`config.mk`:
```
export PLATFORM = sky130hd
export DESIGN_NAME = counted_step_pulse_generator_top
export DESIGN_NICKNAME = d
export VERILOG_FILES = /design/src/hdl/cspg_pkg.sv /design/src/hdl/counted_step_pulse_generator_top.sv
export VERILOG_INCLUDE_DIRS = /design/src /design/src/hdl
export SDC_FILE = /design/constraint.sdc
export NUM_CORES = 1
export LEC_CHECK = 0
export ABC_AREA = 0
export BUFFER_PORTS_ARGS = -buffer_cell sky130_fd_sc_hd__buf_2
export CAP_MARGIN = 40
export CORE_AREA = 5 5 135 73
export DETAILED_ROUTE_END_ITERATION = 10
export DIE_AREA = 0 0 140 78
export PLACE_DENSITY = 0.51
export SYNTH_ARGS = -nofsm -noshare
export SYNTH_HDL_FRONTEND = slang
export SYNTH_SLANG_ARGS = --single-unit
```
`constraint.sdc`:
```
create_clock -name clock -period 2.8 [get_ports clock]
set_input_delay 0.28 -clock clock [delete_from_list [all_inputs] [get_ports clock]]
set_output_delay 0.28 -clock clock [all_outputs]
set_load 0.01 [all_outputs]
```
`src/hdl/counted_step_pulse_generator_top_macros.svh`:
```
// Assertion macros for the step pulse generator RTL.
`ifndef COUNTED_STEP_PULSE_GENERATOR_TOP_MACROS_SVH
`define COUNTED_STEP_PULSE_GENERATOR_TOP_MACROS_SVH
`ifndef SYNTH
`define CSPG_ASSERT_SAME(label, clk, rst, ante, cons) \
   label: assert property (@(posedge clk) disable iff (rst) (ante) |-> (cons)) \
      else $error("cspg same-cycle check failed");
`define CSPG_ASSERT_NEXT(label, clk, rst, ante, cons) \
   label: assert property (@(posedge clk) disable iff (rst) (ante) |=> (cons)) \
      else $error("cspg next-cycle check failed");
`else
`define CSPG_ASSERT_SAME(label, clk, rst, ante, cons)
`define CSPG_ASSERT_NEXT(label, clk, rst, ante, cons)
`endif
`endif

```
`src/hdl/cspg_pkg.sv`:
```
// Types and constants for the counted step pulse generator.
package cspg_pkg;

   localparam int MAX_CHANNELS = 2;
   localparam int TOTAL_BITS = 8;
   localparam int CSR_DATA_BITS = 2;

   typedef enum logic {
      CMD_TICK = 1'b0,
      CMD_ARM  = 1'b1
   } cmd_type;

   typedef enum logic [1:0] {
      CSR_CLOCK_IDLE     = 2'd0,
      CSR_FORWARD        = 2'd1,
      CSR_ENABLE_ACTIVE  = 2'd2,
      CSR_ENABLE_PRESENT = 2'd3
   } csr_index_type;

   typedef struct packed {
      logic                  cmd;
      logic                  channel;
      logic                  direction;
      logic [TOTAL_BITS-1:0] pulse_total;
      logic                  run_enable;
   } req_type;

   typedef struct packed {
      logic step_out_0;
      logic step_out_1;
      logic dir_out_0;
      logic dir_out_1;
      logic enable_out_0;
      logic enable_out_1;
      logic done_0;
      logic done_1;
   } rsp_type;

endpackage

```
`src/hdl/counted_step_pulse_generator_top.sv`:
```
// Two-channel counted step/direction pulse generator, top level.
//
//   port group | dir | handshake          | payload
//   req_       | in  | req_valid/req_stall | cspg_pkg::req_type
//   rsp_       | out | rsp_valid/rsp_stall | cspg_pkg::rsp_type
//   csr_       | in  | csr_valid/csr_ready | csr_index, csr_data
//
// One item per cycle while req_stall is low; each transfer updates all channel
// state and its result appears in the output register on the next cycle.
// The output register is the only buffer: req_stall is high while it holds a
// result that rsp_stall keeps from leaving.
// Synchronous active-high reset initialises channel state, pins and csr registers (the
// output data register is not reset); no clearing pass. csr writes are always ready.
`include "counted_step_pulse_generator_top_macros.svh"

module counted_step_pulse_generator_top #(
   parameter int CHANNELS   = 2,
   parameter int COUNT_BITS = 8
) (
   input  logic                                   clock,
   input  logic                                   reset,
   input  logic                                   req_valid,
   output logic                                   req_stall,
   input  cspg_pkg::req_type                      req_data,
   output logic                                   rsp_valid,
   input  logic                                   rsp_stall,
   output cspg_pkg::rsp_type                      rsp_data,
   input  logic                                   csr_valid,
   output logic                                   csr_ready,
   input  cspg_pkg::csr_index_type                csr_index,
   input  logic [cspg_pkg::CSR_DATA_BITS-1:0]     csr_data
);
   import cspg_pkg::*;

   logic                  clock_idle_ff;
   logic                  forward_ff;
   logic                  enable_active_ff;
   logic [MAX_CHANNELS-1:0] enable_present_ff;

   logic [MAX_CHANNELS-1:0] armed_ff, armed_in;
   logic [MAX_CHANNELS-1:0] phase_ff, phase_in;
   logic [MAX_CHANNELS-1:0] step_ff, step_in;
   logic [MAX_CHANNELS-1:0] dir_ff, dir_in;
   logic [MAX_CHANNELS-1:0] enable_ff, enable_in;
   logic [MAX_CHANNELS-1:0] done_in;
   logic [COUNT_BITS-1:0]   target_ff [MAX_CHANNELS];
   logic [COUNT_BITS-1:0]   target_in [MAX_CHANNELS];
   logic [COUNT_BITS-1:0]   count_ff  [MAX_CHANNELS];
   logic [COUNT_BITS-1:0]   count_in  [MAX_CHANNELS];

   logic    rsp_valid_ff;
   rsp_type rsp_data_ff, rsp_data_in;
   logic    req_accept;
   logic    csr_write;
   logic    arm_accept;
   logic    rsp_done_any;

   assign req_stall  = rsp_valid_ff & rsp_stall;
   assign req_accept = req_valid & ~req_stall;
   assign csr_ready  = 1'b1;
   assign csr_write  = csr_valid & csr_ready;
   assign rsp_valid  = rsp_valid_ff;
   assign rsp_data   = rsp_data_ff;
   assign arm_accept   = req_accept & (req_data.cmd == CMD_ARM);
   assign rsp_done_any = rsp_data_ff.done_0 | rsp_data_ff.done_1;

   always_ff @(posedge clock) begin
      if (reset) begin
         clock_idle_ff     <= 1'b1;
         forward_ff        <= 1'b0;
         enable_active_ff  <= 1'b0;
         enable_present_ff <= '1;
      end else if (csr_write) begin
         case (csr_index)
            CSR_CLOCK_IDLE:     clock_idle_ff     <= csr_data[0];
            CSR_FORWARD:        forward_ff        <= csr_data[0];
            CSR_ENABLE_ACTIVE:  enable_active_ff  <= csr_data[0];
            CSR_ENABLE_PRESENT: enable_present_ff <= csr_data[MAX_CHANNELS-1:0];
            default: begin
            end
         endcase
      end
   end

   always_comb begin
      armed_in  = armed_ff;
      phase_in  = phase_ff;
      step_in   = step_ff;
      dir_in    = dir_ff;
      enable_in = enable_ff;
      done_in   = '0;
      target_in = target_ff;
      count_in  = count_ff;
      for (int c = 0; c < MAX_CHANNELS; c++) begin
         if (c < CHANNELS) begin
            if (req_data.cmd == CMD_ARM) begin
               if (req_data.channel == 1'(c)) begin
                  armed_in[c]  = req_data.run_enable;
                  phase_in[c]  = clock_idle_ff;
                  target_in[c] = COUNT_BITS'(req_data.pulse_total);
                  count_in[c]  = '0;
                  if (req_data.run_enable) begin
                     dir_in[c] = forward_ff ^ req_data.direction;
                     if (enable_present_ff[c]) begin
                        enable_in[c] = enable_active_ff;
                     end
                  end else if (enable_present_ff[c]) begin
                     enable_in[c] = ~enable_active_ff;
                  end
               end
            end else if (armed_ff[c]) begin
               if ((target_ff[c] != '0) && (count_ff[c] >= target_ff[c])) begin
                  done_in[c] = 1'b1;
               end else begin
                  step_in[c]  = phase_ff[c];
                  phase_in[c] = ~phase_ff[c];
                  if (!phase_ff[c]) begin
                     count_in[c] = count_ff[c] + COUNT_BITS'(1);
                  end
               end
            end
         end
      end
      rsp_data_in.step_out_0   = step_in[0];
      rsp_data_in.step_out_1   = step_in[1];
      rsp_data_in.dir_out_0    = dir_in[0];
      rsp_data_in.dir_out_1    = dir_in[1];
      rsp_data_in.enable_out_0 = enable_in[0];
      rsp_data_in.enable_out_1 = enable_in[1];
      rsp_data_in.done_0       = done_in[0];
      rsp_data_in.done_1       = done_in[1];
   end

   always_ff @(posedge clock) begin
      if (reset) begin
         armed_ff  <= '0;
         phase_ff  <= '1;
         step_ff   <= '1;
         dir_ff    <= '1;
         enable_ff <= '1;
         for (int c = 0; c < MAX_CHANNELS; c++) begin
            target_ff[c] <= '0;
            count_ff[c]  <= '0;
         end
      end else if (req_accept) begin
         armed_ff  <= armed_in;
         phase_ff  <= phase_in;
         step_ff   <= step_in;
         dir_ff    <= dir_in;
         enable_ff <= enable_in;
         target_ff <= target_in;
         count_ff  <= count_in;
      end
   end

   always_ff @(posedge clock) begin
      if (reset) begin
         rsp_valid_ff <= 1'b0;
      end else if (req_accept) begin
         rsp_valid_ff <= 1'b1;
      end else if (!rsp_stall) begin
         rsp_valid_ff <= 1'b0;
      end
   end

   always_ff @(posedge clock) begin
      if (req_accept) begin
         rsp_data_ff <= rsp_data_in;
      end
   end

   `CSPG_ASSERT_SAME(a_stall_only_when_full, clock, reset, req_stall, rsp_valid_ff)
   `CSPG_ASSERT_NEXT(a_transfer_gives_result, clock, reset, req_accept, rsp_valid_ff)
   `CSPG_ASSERT_NEXT(a_arm_no_done, clock, reset, arm_accept, !rsp_done_any)
   `CSPG_ASSERT_SAME(a_count_in_range, clock, reset, target_ff[0] != '0, count_ff[0] <= target_ff[0])

endmodule
```
==> qor.txt <==
clock sinks - 56
dominant cells by area after synthesis - dfxtp_1 (33%), nand2_1 (9.0%), edfxtp_1 (8.3%)
Compound-Gate Fraction of Synth Area - 0.186
Post-Route Utilization - 0.396
net switching power - 0.000440 W
WL/cell - 14.2 µm
min Tclk post-route - 2530 ps
Worst Path Max Fanout - 13
number of global-route vias before repair - 2342
FF-to-FF setup slack - 270 ps
Yosys Warn Count - 0
status - complete, no violations
final RePlAce weighted congestion - 0.772
total negative setup slack - 0 ps
drt pass-1 iters - 4
initial antenna violation count - 0
layout cells sized above 1 - 0.157
ys flop type - dfxtp_1
Layout Nets - 413
number of synthesized flops with an enable pin - 8
Post-Synth Simple-Gate Area - 0.233
IO Port Bufs - 30
FF+latch count, synth - 56
DP HPWL - 5.38 mm
count of pins over their slew limit - 0
fmax - 0.396 GHz
hold wc startpoint - req_valid
Slew HR - 0.506
max incr delay on CP - 510 ps
core area - 0.00847 mm²
number of distinct library cells after synthesis - 48
first-pass GRT wire length - 11.8 mm
max_cap viols - 0
FF-to-FF Start - target_ff[13]
Comb pwr share - 0.104
Total Wirelength - 7.01 mm
internal power - 0.00124 W
CTS buffer count - 5
Setup Skew - 5.87 ps
1st-iter DRT viols - 119
full die area - 0.0109 mm²
mux contribution to synthesized area - 0.0370
Worst Hold Class - primary input to flip-flop
CTS tree - built
dominant cell type by area after synthesis - dfxtp_1
Worst setup EP type - flip-flop
worst-case clock buffer depth - 2
Seq/Total Area, Yosys - 0.413
Layout Cells excl Fill - 492
chip height - 78 µm
synthesized area - 0.00291 mm²
multi-input logic area - 0.00158 mm²
worst skew pair latency - 300 ps
placed insts - 484
worst hold slack - 202 ps
Final period util - 0.903
Ports - 32
placed instance area - 0.00320 mm²
CP Data Required Time - 3030 ps
clock share of power - 0.389
Root Buffer - clkbuf_16
Initial Util - 0.343
DRC - 0
fraction of registers with async set/reset - 0
Chip Width - 140 µm
maximum vdd drop - 0.256 mV
Commonest cells post-synth - nand2_1 (70), dfxtp_1 (48), a21oi_1 (35), nor2_1 (22), inv_1 (21)
antenna-violating nets left - 0
FILL cells - 882
Hold-fix buffers, CTS - 0
total gr overflow - 0
sequential share of power - 0.507
post-CTS setup buffer count - 0
GRT Total Usage - 0.133
cell area after layout - 0.00335 mm²
register area - 0.00120 mm²
CP Launch Type - flip-flop
Final Hold Fails - 0
CTS H-tree depth - 2
Syn Nets - 380
largest family of logic cells by synthesized area - simple AND/OR/NAND/NOR gates
XOR/XNOR Fraction of Synth Area - 0.00904
Vias - 2427
Pleak - 1.21 nW
Slowest cell on crit path - or4_1
Clock Pin Slew Worst Setup and Hold Paths - 80 ps
PwrDens - 502 mW/mm²
largest net degree at the start of global routing - 40
Min-Delay Path Depth - 3
P&R area growth vs syn - 15.4%
crit path DAT - 2760 ps
syn_area_per_cell - 8.52 µm²
Cell Rows - 24
sw frac - 0.261
Mapped Cells - 341
r2r endpoint - count_ff[13]
Synth top area share - 0.331
Vias per Instance - 4.93
end of the worst hold path - rsp_valid
post_cts resized - 0
Synth Area in Adders - 0.0775
final setup violation count - 0
top-count cell post-synth - nand2_1
R2R depth - 9
diode count - 0
crit path kind - flip-flop to flip-flop
worst-margin pin slew - 741 ps
CP cell instances - inv_1, ha_1, a211oi_2, o21bai_1, nor4_2, o31ai_1, buf_4, or4_1, a21oi_1
RSZ-0062 raised after global routing - no
## area by class of cell
class                           count  area share
Multi-Input combinational cell    253       0.471
Sequential cell                    56       0.358
Timing Repair Buffer               36      0.0582
Tap cell                          117      0.0436
Clock buffer                        5      0.0373
Inverter                           22      0.0246
Clock inverter                      3     0.00746
## placed cells by master (no fill, tap or decap), types with 3 or more instances in the layout
cell type | Yosys | routed
a211oi_2 | 3 | 3
nand2_1 | 70 | 70
inv_1 | 21 | 21
mux2_2 | 6 | 6
o21ai_0 | 9 | 9
nand4_1 | 5 | 5
a31oi_1 | 3 | 3
clkbuf_16 | 0 | 5
nor2b_1 | 5 | 5
o21bai_1 | 3 | 3
nor4_1 | 4 | 4
nand3_1 | 7 | 7
mux2i_1 | 4 | 4
or4_1 | 7 | 7
ha_1 | 18 | 18
o31ai_1 | 8 | 8
nor3_1 | 3 | 3
or3_1 | 5 | 5
nand3b_1 | 4 | 4
dfxtp_1 | 48 | 48
buf_4 | 1 | 6
edfxtp_1 | 8 | 8
a21oi_1 | 35 | 35
buf_2 | 2 | 30
nor2_1 | 22 | 22
nand2b_1 | 6 | 6
## metrics by stage
step                      setup slack (ps)  power (W)
after floorplan                        590   0.000983
after global placement                 414    0.00105
after detailed placement               285    0.00105
after CTS                              285    0.00171
after global routing                  91.1    0.00176
final                                  272    0.00168
## how the worst max path moves through the flow
| stage | startpoint | end | slack [ps] | cells past startpoint |
|---|---|---|---|---|
| after global routing | target_ff[14] | count_ff[15] | 90 | 9 |
| after global placement | target_ff[13] | count_ff[15] | 410 | 9 |
| after CTS | target_ff[13] | count_ff[13] | 290 | 9 |
| after floorplan | target_ff[2] | count_ff[6] | 590 | 8 |
| final | target_ff[13] | count_ff[13] | 270 | 9 |
| after detailed placement | target_ff[13] | count_ff[13] | 290 | 9 |
## worst max-delay path, delay by kind of cell, from the launching register on
kind	cells	cell delay (ps)
AO/OA/AOI/OAI	4	650
adder cells (fa/ha/maj)	1	310
buffers and inverters	2	240
flip-flops	1	350
AND/OR/NAND/NOR	2	890
## kinds of logic after synthesis
family / Yosys count
AO/OA/AOI/OAI: 78
XOR/XNOR: 3
adder cells (fa/ha/maj): 18
buffers and inverters: 32
flip-flops: 56
multiplexers: 10
other: 1
AND/OR/NAND/NOR: 143
## state kept, by name (all words and copies together), names as in the netlist, 2 cells and up
signal,count
armed_ff,2
rsp_data,8
enable_ff,2
enable_present_ff,2
phase_ff,2
target_ff,16
dir_ff,2
step_ff,2
count_ff,16
## power by group through the flow
stage               registers [W]  logic, W  clock network, W
global route             0.000857  0.000200          0.000708
floorplan                0.000872  0.000111                 0
detailed placement       0.000872  0.000176                 0
global placement         0.000872  0.000174                 0
CTS                      0.000854  0.000177          0.000677
finish                   0.000854  0.000175          0.000654
## layer usage
layer  vias to the layer above  wire length, µm  track usage
met3                         2              347       0.0393
li1                       1267                -            -
met4                         0               10       0.0174
met1                      1119             4190        0.212
met5                         -                0            0
met2                        39             2460        0.176
No activity file was read; power rests on OpenSTA's default activity.
